File: config.mk
export PLATFORM = sky130hd
export DESIGN_NAME = epoch_seconds_to_calendar_unit
export DESIGN_NICKNAME = d
export VERILOG_FILES = /design/src/hdl/ecal_pkg.sv /design/src/hdl/ecal_cdiv.sv /design/src/hdl/ecal_year.sv /design/src/hdl/ecal_month.sv /design/src/hdl/epoch_seconds_to_calendar_unit.sv
export VERILOG_INCLUDE_DIRS = /design/src /design/src/hdl
export SDC_FILE = /design/constraint.sdc
export NUM_CORES = 2
export LEC_CHECK = 0
export BUFFER_PORTS_ARGS = -buffer_cell sky130_fd_sc_hd__buf_4
export CORE_MARGIN = 2
export CORE_UTILIZATION = 38
export CTS_CLUSTER_SIZE = 24
export DETAILED_ROUTE_END_ITERATION = 10
export PLACE_DENSITY = 0.56
export SLEW_MARGIN = 0
export SYNTH_ARGS = -nofsm -noshare
export SYNTH_HDL_FRONTEND = slang
export SYNTH_HIERARCHICAL = 1
export SYNTH_SLANG_ARGS = --single-unit
File: constraint.sdc
create_clock -name clk -period 13.9 [get_ports clk]
set_clock_uncertainty 0.2 [all_clocks]
set_input_delay 1.39 -clock clk [delete_from_list [all_inputs] [get_ports clk]]
set_output_delay 1.39 -clock clk [all_outputs]
set_load 0.01 [all_outputs]
File: src/hdl/assert_macros.svh
// assertion macros shared by the calendar conversion rtl
`ifndef ASSERT_MACROS_SVH
`define ASSERT_MACROS_SVH

// same-cycle implication, disabled during reset
`define ECAL_ASSERT_IMPLY(lbl, clk, rst_n, ante, cons, msg) \
    lbl: assert property (@(posedge clk) disable iff (!rst_n) (ante) |-> (cons)) \
        else $error(msg);

// next-cycle implication, disabled during reset
`define ECAL_ASSERT_NEXT(lbl, clk, rst_n, ante, cons, msg) \
    lbl: assert property (@(posedge clk) disable iff (!rst_n) (ante) |=> (cons)) \
        else $error(msg);

`endif

File: src/hdl/ecal_pkg.sv
// shared types and constants for the epoch seconds to calendar conversion
`timescale 1ns / 1ps

package ecal_pkg;

    localparam int EPOCH_YEAR     = 1970;
    localparam int DAYS_PER_4Y    = 1461;
    localparam int DAYS_PER_LEAP  = 366;
    localparam int DAYS_PER_YEAR  = 365;
    localparam int SECS_PER_MIN   = 60;
    localparam int HOURS_PER_DAY  = 24;

    localparam int DAYS_W         = 16;
    localparam int YQ_W           = 8;
    localparam int DOY_W          = 9;
    localparam int ADDR_W         = 3;
    localparam int LATENCY        = 11;

    localparam logic [4:0]  OFFSET_RESET    = 5'd17;
    localparam logic        HOUR_OFFSET_IDX = 1'b0;

    localparam logic [3:0]  MONTH_FEB     = 4'd2;
    localparam logic [3:0]  MONTH_DEC     = 4'd12;
    localparam logic [4:0]  MDAY_LEAP     = 5'd29;
    localparam logic [4:0]  MDAY_LAST     = 5'd31;
    localparam logic [DOY_W-1:0] LEAP_DOY = 9'd60;

    // last day of year of each month, common year
    localparam logic [DOY_W-1:0] CUM_END [12] = '{
        9'd31, 9'd59, 9'd90, 9'd120, 9'd151, 9'd181,
        9'd212, 9'd243, 9'd273, 9'd304, 9'd334, 9'd365
    };

    localparam logic [DOY_W-1:0] CUM_START [12] = '{
        9'd0, 9'd31, 9'd59, 9'd90, 9'd120, 9'd151,
        9'd181, 9'd212, 9'd243, 9'd273, 9'd304, 9'd334
    };

    typedef struct packed {
        logic [5:0] second;
        logic [5:0] minute;
    } ms_t;

    typedef struct packed {
        logic [5:0] second;
        logic [5:0] minute;
        logic [4:0] hour;
    } hms_t;

    typedef struct packed {
        logic            last_day;
        logic [YQ_W-1:0] last_year;
        hms_t            hms;
    } ydc_t;

endpackage

File: src/hdl/ecal_cdiv.sv
// two-stage divide by a constant: reciprocal multiply, then quotient and remainder
`timescale 1ns / 1ps

module ecal_cdiv #(
    parameter int IN_W   = 32,
    parameter int DIV    = 60,
    parameter int SIDE_W = 1
) (
    input  logic                                 clk,
    input  logic                                 rst_n,
    input  logic                                 in_valid,
    input  logic [IN_W-1:0]                      x,
    input  logic [SIDE_W-1:0]                    side_in,
    output logic                                 out_valid,
    output logic [IN_W-$clog2(DIV):0]            quot,
    output logic [$clog2(DIV)-1:0]               rem,
    output logic [SIDE_W-1:0]                    side_out
);

    localparam int DB   = $clog2(DIV);
    localparam int K    = IN_W + DB;
    localparam int M_W  = IN_W + 1;
    localparam int Q_W  = IN_W - DB + 1;
    localparam int P_W  = IN_W + M_W;
    localparam longint unsigned MULT_FULL =
        ((64'd1 << K) + 64'(DIV) - 64'd1) / 64'(DIV);
    localparam logic [M_W-1:0] MULT = MULT_FULL[M_W-1:0];

    logic              va_reg;
    logic [P_W-1:0]    prod_reg;
    logic [IN_W-1:0]   x_reg;
    logic [SIDE_W-1:0] side_a_reg;

    logic              vb_reg;
    logic [Q_W-1:0]    quot_reg;
    logic [DB-1:0]     rem_reg;
    logic [SIDE_W-1:0] side_b_reg;

    logic [P_W-1:0]    prod_next;
    logic [Q_W-1:0]    quot_next;
    logic [IN_W-1:0]   rem_full;

    assign prod_next = P_W'(x) * P_W'(MULT);
    assign quot_next = prod_reg[K +: Q_W];
    assign rem_full  = x_reg - IN_W'(IN_W'(quot_next) * IN_W'(DIV));

    always_ff @(posedge clk or negedge rst_n)
    begin
        if (!rst_n)
        begin
            va_reg <= 1'b0;
            vb_reg <= 1'b0;
        end
        else
        begin
            va_reg <= in_valid;
            vb_reg <= va_reg;
        end
    end

    always_ff @(posedge clk)
    begin
        prod_reg   <= prod_next;
        x_reg      <= x;
        side_a_reg <= side_in;
        quot_reg   <= quot_next;
        rem_reg    <= rem_full[DB-1:0];
        side_b_reg <= side_a_reg;
    end

    assign out_valid = vb_reg;
    assign quot      = quot_reg;
    assign rem       = rem_reg;
    assign side_out  = side_b_reg;

endmodule

File: src/hdl/ecal_year.sv
// hour offset and four-year cycle handling: leap day removal and last-day detect
`timescale 1ns / 1ps

module ecal_year (
    input  logic                      clk,
    input  logic                      rst_n,
    input  logic                      in_valid,
    input  logic [ecal_pkg::DAYS_W-1:0] days,
    input  logic [4:0]                hour_day,
    input  ecal_pkg::ms_t             ms,
    input  logic [4:0]                hour_offset,
    output logic                      out_valid,
    output logic [ecal_pkg::DAYS_W-1:0] days_adj,
    output ecal_pkg::ydc_t            ctl
);
    import ecal_pkg::*;

    localparam int S_W    = DAYS_W + 1;
    localparam int DB4    = $clog2(DAYS_PER_4Y);
    localparam int K4     = S_W + DB4;
    localparam int M4_W   = S_W + 1;
    localparam int Q4_W   = S_W - DB4 + 1;
    localparam int P4_W   = S_W + M4_W;
    localparam int DBL    = $clog2(DAYS_PER_LEAP);
    localparam int KL     = DAYS_W + DBL;
    localparam int ML_W   = DAYS_W + 1;
    localparam int PL_W   = DAYS_W + ML_W;
    localparam longint unsigned M4_FULL =
        ((64'd1 << K4) + 64'(DAYS_PER_4Y) - 64'd1) / 64'(DAYS_PER_4Y);
    localparam longint unsigned ML_FULL =
        ((64'd1 << KL) + 64'(DAYS_PER_LEAP) - 64'd1) / 64'(DAYS_PER_LEAP);
    localparam logic [M4_W-1:0] M4 = M4_FULL[M4_W-1:0];
    localparam logic [ML_W-1:0] ML = ML_FULL[ML_W-1:0];

    logic              v1_reg;
    logic [P4_W-1:0]   prod_a_reg;
    logic [P4_W-1:0]   prod_b_reg;
    logic [PL_W-1:0]   prod_c_reg;
    logic [S_W-1:0]    s366_reg;
    logic [DAYS_W-1:0] days_reg;
    hms_t              hms_reg;

    logic              v2_reg;
    logic [DAYS_W-1:0] days_adj_reg;
    ydc_t              ctl_reg;

    logic [S_W-1:0]    s366;
    logic [S_W-1:0]    s365;
    logic [5:0]        hour_sum;
    logic [5:0]        hour_wrap;
    hms_t              hms_next;
    logic [Q4_W-1:0]   q_a;
    logic [Q4_W-1:0]   leaps;
    logic [S_W-1:0]    mod_a;
    ydc_t              ctl_next;

    assign s366 = S_W'(days) + S_W'(DAYS_PER_LEAP);
    assign s365 = S_W'(days) + S_W'(DAYS_PER_YEAR);

    // offset may be up to 31, so the sum can need two wraps
    always_comb
    begin
        hour_sum = {1'b0, hour_day} + {1'b0, hour_offset};
        if (hour_sum >= 6'(2 * HOURS_PER_DAY))
            hour_wrap = hour_sum - 6'(2 * HOURS_PER_DAY);
        else if (hour_sum >= 6'(HOURS_PER_DAY))
            hour_wrap = hour_sum - 6'(HOURS_PER_DAY);
        else
            hour_wrap = hour_sum;
        hms_next.second = ms.second;
        hms_next.minute = ms.minute;
        hms_next.hour   = hour_wrap[4:0];
    end

    assign q_a   = prod_a_reg[K4 +: Q4_W];
    assign leaps = prod_b_reg[K4 +: Q4_W];
    assign mod_a = s366_reg - S_W'(S_W'(q_a) * S_W'(DAYS_PER_4Y));

    always_comb
    begin
        ctl_next.last_day  = (mod_a == '0);
        ctl_next.last_year = prod_c_reg[KL +: YQ_W];
        ctl_next.hms       = hms_reg;
    end

    always_ff @(posedge clk or negedge rst_n)
    begin
        if (!rst_n)
        begin
            v1_reg <= 1'b0;
            v2_reg <= 1'b0;
        end
        else
        begin
            v1_reg <= in_valid;
            v2_reg <= v1_reg;
        end
    end

    always_ff @(posedge clk)
    begin
        prod_a_reg   <= P4_W'(s366) * P4_W'(M4);
        prod_b_reg   <= P4_W'(s365) * P4_W'(M4);
        prod_c_reg   <= PL_W'(days) * PL_W'(ML);
        s366_reg     <= s366;
        days_reg     <= days;
        hms_reg      <= hms_next;
        days_adj_reg <= days_reg - DAYS_W'(leaps);
        ctl_reg      <= ctl_next;
    end

    assign out_valid = v2_reg;
    assign days_adj  = days_adj_reg;
    assign ctl       = ctl_reg;

endmodule

File: src/hdl/ecal_month.sv
// year, leap day and month lookup, output register stage
`timescale 1ns / 1ps

module ecal_month (
    input  logic                     clk,
    input  logic                     rst_n,
    input  logic                     in_valid,
    input  logic [ecal_pkg::YQ_W-1:0]  year_idx,
    input  logic [ecal_pkg::DOY_W-1:0] day_rem,
    input  ecal_pkg::ydc_t           ctl,
    output logic                     done,
    output logic [5:0]               second,
    output logic [5:0]               minute,
    output logic [4:0]               hour,
    output logic [4:0]               day_of_month,
    output logic [3:0]               month,
    output logic [11:0]              year
);
    import ecal_pkg::*;

    logic        done_reg;
    logic [5:0]  second_reg;
    logic [5:0]  minute_reg;
    logic [4:0]  hour_reg;
    logic [4:0]  mday_reg;
    logic [3:0]  month_reg;
    logic [11:0] year_reg;

    logic [4:0]       mday_next;
    logic [3:0]       month_next;
    logic [11:0]      year_next;
    logic [11:0]      year_norm;
    logic [11:0]      year_last;
    logic [DOY_W-1:0] doy;
    logic [DOY_W-1:0] doy_adj;
    logic [DOY_W-1:0] mday_full;
    logic             leap;
    logic [3:0]       mon_idx;

    assign year_norm = 12'(year_idx) + 12'(EPOCH_YEAR);
    assign year_last = 12'(ctl.last_year) + 12'(EPOCH_YEAR);
    assign doy       = day_rem + 9'd1;
    assign leap      = (year_norm[1:0] == 2'b00);

    always_comb
    begin
        doy_adj = (leap && doy > LEAP_DOY) ? doy - 9'd1 : doy;
        // first month whose end is not before the day, december if none
        mon_idx = 4'd11;
        for (int i = 10; i >= 0; i--)
        begin
            if (CUM_END[i] >= doy_adj)
                mon_idx = 4'(i);
        end
        mday_full = doy_adj - CUM_START[mon_idx];

        if (ctl.last_day)
        begin
            year_next  = year_last;
            month_next = MONTH_DEC;
            mday_next  = MDAY_LAST;
        end
        else if (leap && doy == LEAP_DOY)
        begin
            year_next  = year_norm;
            month_next = MONTH_FEB;
            mday_next  = MDAY_LEAP;
        end
        else
        begin
            year_next  = year_norm;
            month_next = mon_idx + 4'd1;
            mday_next  = mday_full[4:0];
        end
    end

    always_ff @(posedge clk or negedge rst_n)
    begin
        if (!rst_n)
            done_reg <= 1'b0;
        else
            done_reg <= in_valid;
    end

    always_ff @(posedge clk)
    begin
        second_reg <= ctl.hms.second;
        minute_reg <= ctl.hms.minute;
        hour_reg   <= ctl.hms.hour;
        mday_reg   <= mday_next;
        month_reg  <= month_next;
        year_reg   <= year_next;
    end

    assign done         = done_reg;
    assign second       = second_reg;
    assign minute       = minute_reg;
    assign hour         = hour_reg;
    assign day_of_month = mday_reg;
    assign month        = month_reg;
    assign year         = year_reg;

endmodule

File: src/hdl/epoch_seconds_to_calendar_unit.sv
// top level: register port and the conversion pipeline
//
// Converts a 32-bit count of seconds since 1970-01-01 00:00:00 into second,
// minute, hour, day of month, month and year (plain four-year leap rule).
// Request channel: drive epoch_seconds and pulse start; busy is always low,
// so a request is taken in every cycle that start is high.
// Result channel: done is high for one cycle with the result fields; the
// receiver cannot hold results off and none is needed.
// Throughput is one request per cycle; the stages are three reciprocal-multiply
// dividers (by 60, 60, 24), the four-year cycle stage pair, the divide by 365
// and the month lookup stage, each multiply followed by a register.
// Register hour_offset (byte address 0, reset 17) is added to the hour
// modulo 24; the date is not shifted. Write it only with no request in flight.
// Reset clears all stage valid bits and loads hour_offset with 17.
`timescale 1ns / 1ps

module epoch_seconds_to_calendar_unit (
    input  logic                        clk,
    input  logic                        rst_n,
    input  logic                        start,
    output logic                        busy,
    input  logic [31:0]                 epoch_seconds,
    output logic                        done,
    output logic [5:0]                  second,
    output logic [5:0]                  minute,
    output logic [4:0]                  hour,
    output logic [4:0]                  day_of_month,
    output logic [3:0]                  month,
    output logic [11:0]                 year,
    input  logic                        psel,
    input  logic                        penable,
    input  logic                        pwrite,
    input  logic [ecal_pkg::ADDR_W-1:0] paddr,
    input  logic [31:0]                 pwdata,
    output logic [31:0]                 prdata,
    output logic                        pready
);
    import ecal_pkg::*;

    `include "assert_macros.svh"

    logic [4:0]  hour_offset_reg;
    logic        cfg_write;
    logic        req_accept;

    logic        v_min;
    logic [26:0] q_min;
    logic [5:0]  r_sec;

    logic        v_hr;
    logic [21:0] q_hr;
    logic [5:0]  r_min;
    logic [5:0]  sec_d1;

    logic        v_day;
    logic [17:0] q_day;
    logic [4:0]  r_hour;
    ms_t         ms_d2;
    ms_t         ms_side;

    logic        v_year;
    logic [DAYS_W-1:0] days_adj;
    ydc_t        ctl_year;

    logic        v_doy;
    logic [YQ_W-1:0]  year_idx;
    logic [DOY_W-1:0] day_rem;
    ydc_t        ctl_doy;

    assign busy       = 1'b0;
    assign pready     = 1'b1;
    assign req_accept = start && !busy;
    assign cfg_write  = psel && penable && pwrite && pready;

    always_ff @(posedge clk or negedge rst_n)
    begin
        if (!rst_n)
            hour_offset_reg <= OFFSET_RESET;
        else if (cfg_write && paddr[2] == HOUR_OFFSET_IDX)
            hour_offset_reg <= pwdata[4:0];
    end

    assign prdata = (paddr[2] == HOUR_OFFSET_IDX) ? {27'd0, hour_offset_reg} : 32'd0;

    ecal_cdiv #(.IN_W(32), .DIV(SECS_PER_MIN), .SIDE_W(1)) u_div_sec (
        .clk       (clk),
        .rst_n     (rst_n),
        .in_valid  (req_accept),
        .x         (epoch_seconds),
        .side_in   (1'b0),
        .out_valid (v_min),
        .quot      (q_min),
        .rem       (r_sec),
        .side_out  ()
    );

    ecal_cdiv #(.IN_W(27), .DIV(SECS_PER_MIN), .SIDE_W(6)) u_div_min (
        .clk       (clk),
        .rst_n     (rst_n),
        .in_valid  (v_min),
        .x         (q_min),
        .side_in   (r_sec),
        .out_valid (v_hr),
        .quot      (q_hr),
        .rem       (r_min),
        .side_out  (sec_d1)
    );

    assign ms_side.second = sec_d1;
    assign ms_side.minute = r_min;

    ecal_cdiv #(.IN_W(22), .DIV(HOURS_PER_DAY), .SIDE_W($bits(ms_t))) u_div_hour (
        .clk       (clk),
        .rst_n     (rst_n),
        .in_valid  (v_hr),
        .x         (q_hr),
        .side_in   (ms_side),
        .out_valid (v_day),
        .quot      (q_day),
        .rem       (r_hour),
        .side_out  (ms_d2)
    );

    ecal_year u_year (
        .clk         (clk),
        .rst_n       (rst_n),
        .in_valid    (v_day),
        .days        (q_day[DAYS_W-1:0]),
        .hour_day    (r_hour),
        .ms          (ms_d2),
        .hour_offset (hour_offset_reg),
        .out_valid   (v_year),
        .days_adj    (days_adj),
        .ctl         (ctl_year)
    );

    ecal_cdiv #(.IN_W(DAYS_W), .DIV(DAYS_PER_YEAR), .SIDE_W($bits(ydc_t))) u_div_year (
        .clk       (clk),
        .rst_n     (rst_n),
        .in_valid  (v_year),
        .x         (days_adj),
        .side_in   (ctl_year),
        .out_valid (v_doy),
        .quot      (year_idx),
        .rem       (day_rem),
        .side_out  (ctl_doy)
    );

    ecal_month u_month (
        .clk          (clk),
        .rst_n        (rst_n),
        .in_valid     (v_doy),
        .year_idx     (year_idx),
        .day_rem      (day_rem),
        .ctl          (ctl_doy),
        .done         (done),
        .second       (second),
        .minute       (minute),
        .hour         (hour),
        .day_of_month (day_of_month),
        .month        (month),
        .year         (year)
    );

    // every result traces back to an accepted request
    `ECAL_ASSERT_IMPLY(a_done_latency, clk, rst_n, done, $past(req_accept, LATENCY), "done without matching request")
    `ECAL_ASSERT_IMPLY(a_time_range, clk, rst_n, done, second < 6'd60 && minute < 6'd60 && hour < 5'd24, "time field out of range")
    `ECAL_ASSERT_IMPLY(a_date_range, clk, rst_n, done, month >= 4'd1 && month <= MONTH_DEC && day_of_month != 5'd0 && year >= 12'(EPOCH_YEAR), "date field out of range")
    `ECAL_ASSERT_NEXT(a_cfg_write, clk, rst_n, cfg_write && paddr[2] == HOUR_OFFSET_IDX, hour_offset_reg == $past(pwdata[4:0]), "hour offset write lost")

endmodule
== Word-level counts from Yosys, hierarchy flattened ==
Memory sizes are Yosys's and may differ from the RTL's.
Cells that the tools add are included.

* Flip-flop bits (word level): 657
* Memory bits (read-only): 144
* Bits of input ports: 73
* Output and inout bits: 73
* Logic and storage cells: 132
* Memories kept: 1

{| class="wikitable"
|+ Memory list
! memory !! depth !! width !! rd ports !! clocked after Yosys merged registers in !! write ports !! RTL line !! RTL
|-
| (no name shown) || 16 || 9 || 1 || 0 || 0 || ecal_month.sv:55 || <nowiki>mday_full = doy_adj - CUM_START[mon_idx];</nowiki>
|}

* Add/subtract/negate cells: 17
* Multiply operators: 12
* $lt $le $gt $ge: 15
* Eq/ne operators: 1
* Muxes and demuxes: 20
* Bitwise operators: 2
* Reductions and logical operators: 8

{| class="wikitable"
|+ Operators by type and width
! operator !! count
|-
| multiplier 17 x 18 -> 35 bit, second input constant || 2
|-
| multiplier 32 x 32 -> 64 bit, second input constant || 1
|-
| multiplier 27 x 28 -> 55 bit, second input constant || 1
|-
| multiplier 22 x 22 -> 44 bit, second input constant || 1
|-
| 2-to-1 mux 4 bit || 11
|-
| greater-or-equal comparator 8 x 9 -> 1 bit, first input constant || 4
|-
| adder 16 x 9 -> 17 bit, second input constant || 2
|-
| multiplier 16 x 17 -> 33 bit, second input constant || 1
|-
| multiplier 16 x 16 -> 32 bit, second input constant || 1
|-
| greater-or-equal comparator 9 bit, first input constant || 3
|-
| multiplier 27 x 4 -> 4 bit, second input constant || 1
|-
| 2-to-1 mux 5 bit || 5
|-
| adder 8 x 11 -> 12 bit, second input constant || 2
|-
| multiplier 22 x 4 -> 4 bit, second input constant || 1
|-
| greater-or-equal comparator 7 x 9 -> 1 bit, first input constant || 2
|-
| multiplier 18 x 2 -> 2 bit, second input constant || 1
|-
| logical NOT 17 bit || 1
|-
| multiplier 7 x 11 -> 17 bit, second input constant || 1
|-
| subtractor 17 bit || 1
|-
| subtractor 16 x 7 -> 16 bit || 1
|-
| 2-to-1 mux 12 bit || 1
|-
| subtractor 6 bit || 2
|-
| subtractor 5 bit || 2
|-
| subtractor 5 bit, second input constant || 2
|-
| 21 further kinds || 25
|}

== Depth between registers and ports, before layout ==
* Word-level depth: 22
* Gate-level depth with buffers: 30
* Gate-level depth less buffers: 30

== Hierarchy ==
Netlist, hierarchy kept.

{| class="wikitable"
|+ Modules (own cells, without submodules)
! module !! times used !! cells an instance !! area each (µm²) !! seq. area each (µm²)
|-
| ecal_year || 1 || 2075 || 21027.7 || 2312.2
|-
| ecal_cdiv at u_div_sec || 1 || 1263 || 12089.1 || 1411.4
|-
| ecal_cdiv at u_div_hour || 1 || 1023 || 10342.4 || 1451.4
|-
| ecal_cdiv at u_div_min || 1 || 751 || 7694.9 || 1411.4
|-
| ecal_cdiv at u_div_year || 1 || 692 || 7648.6 || 1771.7
|-
| ecal_month || 1 || 302 || 2688.8 || 785.8
|-
| epoch_seconds_to_calendar_unit || 1 || 47 || 476.7 || 127.6
|}

== Worst setup path before layout ==
No wires, ideal clock.

* Path type: reg2reg
* Start point: register u_div_hour.quot_reg[1] (netlist: u_div_hour/quot[1])
* End point: register u_year.prod_a_reg[33]
* Library setup time: 0.119 ns
* Arrival time: 7.042 ns
* Data required time: 13.581 ns
* Setup slack: 6.539 ns
* Stages on the path, launching flop included: 27
* Path buffers: 0
* Clock period less this slack: 7.361 ns
* Cell sequence: dfxtp_1 -> inv_1 -> ha_1 -> inv_1 -> a21oi_1 -> o21ai_0 -> a21oi_1 -> or2_2 -> xnor2_1 -> ha_1 -> inv_1 -> fa_1 -> inv_1 -> fa_1 -> inv_1 -> fa_1 -> fa_1 -> fa_1 -> inv_1 -> ha_1 -> and4_1 -> nand4_1 -> or4_1 -> o211a_1 -> o21bai_2 -> a21oi_2 -> xnor2_1

* Cells in the longest elaborated chain, start to end: 2

{| class="wikitable"
|+ Ends and longest elaborated chain
! what !! RTL line !! RTL
|-
| start, declared || ecal_cdiv.sv:35 || <nowiki>logic [Q_W-1:0] quot_reg;</nowiki>
|-
| start signal, assigned || ecal_cdiv.sv:66 || <nowiki>quot_reg <= quot_next;</nowiki>
|-
| adder 16 x 9 -> 17 bit || ecal_year.sv:57 || <nowiki>assign s366 = S_W'(days) + S_W'(DAYS_PER_LEAP);</nowiki>
|-
| named net u_year.s366[1] || ecal_year.sv:47 || <nowiki>logic [S_W-1:0] s366;</nowiki>
|-
| multiplier 17 x 18 -> 35 bit || ecal_year.sv:102 || <nowiki>prod_a_reg <= P4_W'(s366) * P4_W'(M4);</nowiki>
|-
| end signal, assigned || ecal_year.sv:102 ||
|-
| end, declared || ecal_year.sv:36 || <nowiki>logic [P4_W-1:0] prod_a_reg;</nowiki>
|}

The timed path passes the listed nets, and every way through them passes these cells.
A chain may end at the register's enable or synchronous reset.

== Worst setup path in the final report ==
* Start point: register u_div_hour.quot_reg[3] (netlist: u_div_hour/quot[3])
* End point: register u_year.prod_a_reg[33]

The elaborated chain is that of the path after synthesis.

==> results.py <==
metrics = {
    "critical_path": {
        "path_common_cell": "sky130_fd_sc_hd__fa_1",
        "critical_path.endpoint_type": "register",
        "cp_data_arrival_time_ns": 9.13,
        "reg2reg_slack_ns": 5.18,
        "rr_endpoint": "u_year/prod_a_reg[33]$_DFF_P_",
        "crit_path_start_kind": "register",
        "r2r_cells": 26,
        "type_of_the_worst_setup_path": "register to register",
        "slowest_stage_cell_crit_path": "sky130_fd_sc_hd__xnor2_1",
        "r2r_start": "u_div_hour/quot[3]$_DFF_P_",
        "critPathLaunch": "u_div_hour/quot[3]$_DFF_P_",
        "crit_fanout": 9,
        "critical_path_required_ns": 14.31,
        "cp_bufs_invs": 4,
        "max_stage_delay_ns": 0.84,
        "timing.critical_path.max_delay_family": "adder cells",
        "cp.depth": 26,
        "worst_setup_path_endpoint": "u_year/prod_a_reg[33]$_DFF_P_",
    },
    "clocking": {
        "cts_tree": "built",
        "clock_insertion_delay_worst_skew_ns": 0.69,
        "cts_post_setup_buffers_inserted": 0,
        "htree_num_levels": 2,
        "holdBufCountCts": 0,
        "cts-root-buf": "sky130_fd_sc_hd__clkbuf_16",
        "ctsResizeCount": 0,
        "clock_tree.buffer_depth": 3,
        "clkSlewWorstSetupHoldPaths_ns": 0.06,
        "cts.sink_count": 453,
        "cts_made_buffers": 54,
    },
    "worst_hold_path": {
        "worstHoldStart": "u_year/ctl[18]$_DFF_P_",
        "worstHoldPathType": "register to register",
    },
    "timing": {
        "rsz0062_at_grt": "false",
        "worst_rel_slew_slack_pct": 21.4,
        "fmax_mhz": 115,
        "worst_pin_slew_ns": 1.17,
        "setup-violations-final": 0,
        "final.min_clock_period_ns": 8.72,
        "slew_violations": 0,
        "setup_tns_ns": 0,
        "final_cycle_share_pct": 62.7,
        "final_hold_viol_count": 0,
        "worst_slack_ns": 5.18,
    },
    "drt": {
        "post_drt_via_cell_ratio": 4.77,
        "avgRoutedWirePerCell_um": 16.5,
        "antenna_left": 0,
        "detailroute.via_count": 40200,
        "wl_um": 139000,
        "firstDrtPassIters": 5,
        "drcViolationCount": 0,
        "detailedRoute.firstIterationViolations": 1698,
    },
    "synth": {
        "mean_syn_cell_area_um2": 10.1,
        "yosys_warnings": 6,
        "synth.cell_area_um2": 61600,
        "syn-instance-count": 6117,
    },
    "die": {
        "core_region_area_um2": 161000,
        "die_y_um": 407,
        "start_util_pct": 38.3,
        "rows": 147,
        "die_span_x_um": 407,
        "dieArea_um2": 165000,
        "boundaryPins": 146,
    },
    "global_routing": {
        "grt_max_degree": 26,
        "wire_length_of_the_first_global_routing_pass_um": 230000,
        "first_global_vias": 43400,
        "antenna_violations_before_repair": 5,
        "grtUsageTotal_pct": 17.6,
        "overflow": 0,
    },
    "final_layout": {
        "layout.cell_area.non_filler_um2": 66700,
        "finalNonFillerCells": 8437,
        "fill_cells": 15800,
        "layout.area.seq_um2": 9150,
        "final_layout_size_suffix_gt1_share_pct": 4.93,
        "layout.nets": 8552,
        "syn_to_final_growth_pct": 8.29,
        "multiInputGateArea_um2": 45800,
    },
    "placement": {
        "dp.cells": 8336,
        "dp_slack_ns": 5.08,
        "placement.cell_area_um2": 64800,
        "place.port_buffers": 87,
        "post-dp-hpwl_um": 121000,
        "globalplace.congestion": 0.901,
    },
    "status": {
        "status": "finished clean",
    },
    "run": {
        "cap_viol_max_count": 0,
    },
}
-- cell usage in the layout, fill, tap and decap left out, types with 15 or more instances in the layout --
master / instances
sky130_fd_sc_hd__inv_1: 1700
sky130_fd_sc_hd__ha_1: 1355
sky130_fd_sc_hd__fa_1: 892
sky130_fd_sc_hd__dfxtp_1: 437
sky130_fd_sc_hd__a21oi_1: 202
sky130_fd_sc_hd__nand2_1: 158
sky130_fd_sc_hd__xnor2_1: 136
sky130_fd_sc_hd__nor2_1: 129
sky130_fd_sc_hd__a21o_1: 99
sky130_fd_sc_hd__o21ai_0: 98
sky130_fd_sc_hd__buf_4: 97
sky130_fd_sc_hd__xor2_1: 82
sky130_fd_sc_hd__nand3_1: 68
sky130_fd_sc_hd__clkbuf_16: 54
sky130_fd_sc_hd__nor3_1: 52
sky130_fd_sc_hd__nand4_1: 44
sky130_fd_sc_hd__o211ai_1: 33
sky130_fd_sc_hd__and3_1: 32
sky130_fd_sc_hd__o21a_1: 31
sky130_fd_sc_hd__conb_1: 29
sky130_fd_sc_hd__o21bai_1: 27
sky130_fd_sc_hd__nand2b_1: 25
sky130_fd_sc_hd__nor2b_1: 25
sky130_fd_sc_hd__a211oi_1: 24
sky130_fd_sc_hd__and4_1: 21
sky130_fd_sc_hd__a31oi_1: 18
sky130_fd_sc_hd__or2_2: 17
sky130_fd_sc_hd__o31ai_1: 15
-- worst register-to-register path, stage by stage, from the launching register on --
cell and delay (ns):
sky130_fd_sc_hd__dfxtp_1 0.71, sky130_fd_sc_hd__inv_1 0.32, sky130_fd_sc_hd__ha_1 0.27, sky130_fd_sc_hd__a21boi_0 0.29, sky130_fd_sc_hd__inv_1 0.08, sky130_fd_sc_hd__a21oi_1 0.23
sky130_fd_sc_hd__nand2_1 0.11, sky130_fd_sc_hd__a31oi_1 0.36, sky130_fd_sc_hd__nor2_1 0.09, sky130_fd_sc_hd__xnor2_1 0.84, sky130_fd_sc_hd__ha_1 0.48, sky130_fd_sc_hd__fa_1 0.53
sky130_fd_sc_hd__fa_1 0.50, sky130_fd_sc_hd__inv_1 0.05, sky130_fd_sc_hd__fa_1 0.54, sky130_fd_sc_hd__fa_1 0.47, sky130_fd_sc_hd__fa_1 0.55, sky130_fd_sc_hd__inv_1 0.04
sky130_fd_sc_hd__ha_1 0.30, sky130_fd_sc_hd__a211oi_1 0.24, sky130_fd_sc_hd__o21ai_0 0.17, sky130_fd_sc_hd__a2111o_1 0.38, sky130_fd_sc_hd__a32oi_1 0.19, sky130_fd_sc_hd__o211a_1 0.28
sky130_fd_sc_hd__o21bai_2 0.13, sky130_fd_sc_hd__a21oi_2 0.17, sky130_fd_sc_hd__xnor2_1 0.12
-- cell type report --
| cell class | instances | share of cell area (%) |
|---|---|---|
| multi-input combinational | 3924 | 68.6 |
| sequential | 453 | 13.7 |
| inverter | 1702 | 9.57 |
| tap | 2160 | 4.05 |
| clock buffer | 58 | 2.09 |
| timing repair buffer | 97 | 1.09 |
| clock inverter | 40 | 0.853 |
| antenna | 3 | 0.0112 |
-- per-layer routing --
metal | global-route usage, % | up-vias | wire (um)
met5 | 0 | - | 30
met4 | 4.03 | 4 | 3210
met3 | 2.54 | 146 | 5200
met2 | 29.7 | 620 | 66100
met1 | 23.8 | 19800 | 65000
li1 | - | 19700 | -
-- metrics by stage --
step / util, % / hold WS (ns)
after global routing: 41.5 / 0.128
after global placement: 40.3 / 0.111
after floorplan: - / 0.110
after CTS: 41.5 / 0.119
after detailed placement: 40.3 / 0.112
final: 41.5 / 0.118
-- worst min-delay path by stage --
stage | end | slack (ns) | cells after the start
2_1_floorplan | u_div_hour/quot[10]$_DFF_P_ | 0.11 | 0
3_3_place_gp | u_div_year/side_out[1]$_DFF_P_ | 0.11 | 0
3_5_place_dp | u_div_hour/side_out[10]$_DFF_P_ | 0.11 | 0
4_1_cts | u_div_year/side_out[5]$_DFF_P_ | 0.12 | 0
5_1_grt | u_month/hour[2]$_DFF_P_ | 0.13 | 0
6_report | u_div_year/side_a_reg[18]$_DFF_P_ | 0.12 | 0
Power is left out: the tool's default activity adds up to more than one toggle a clock period on the data nets, which glitch-free logic cannot reach.
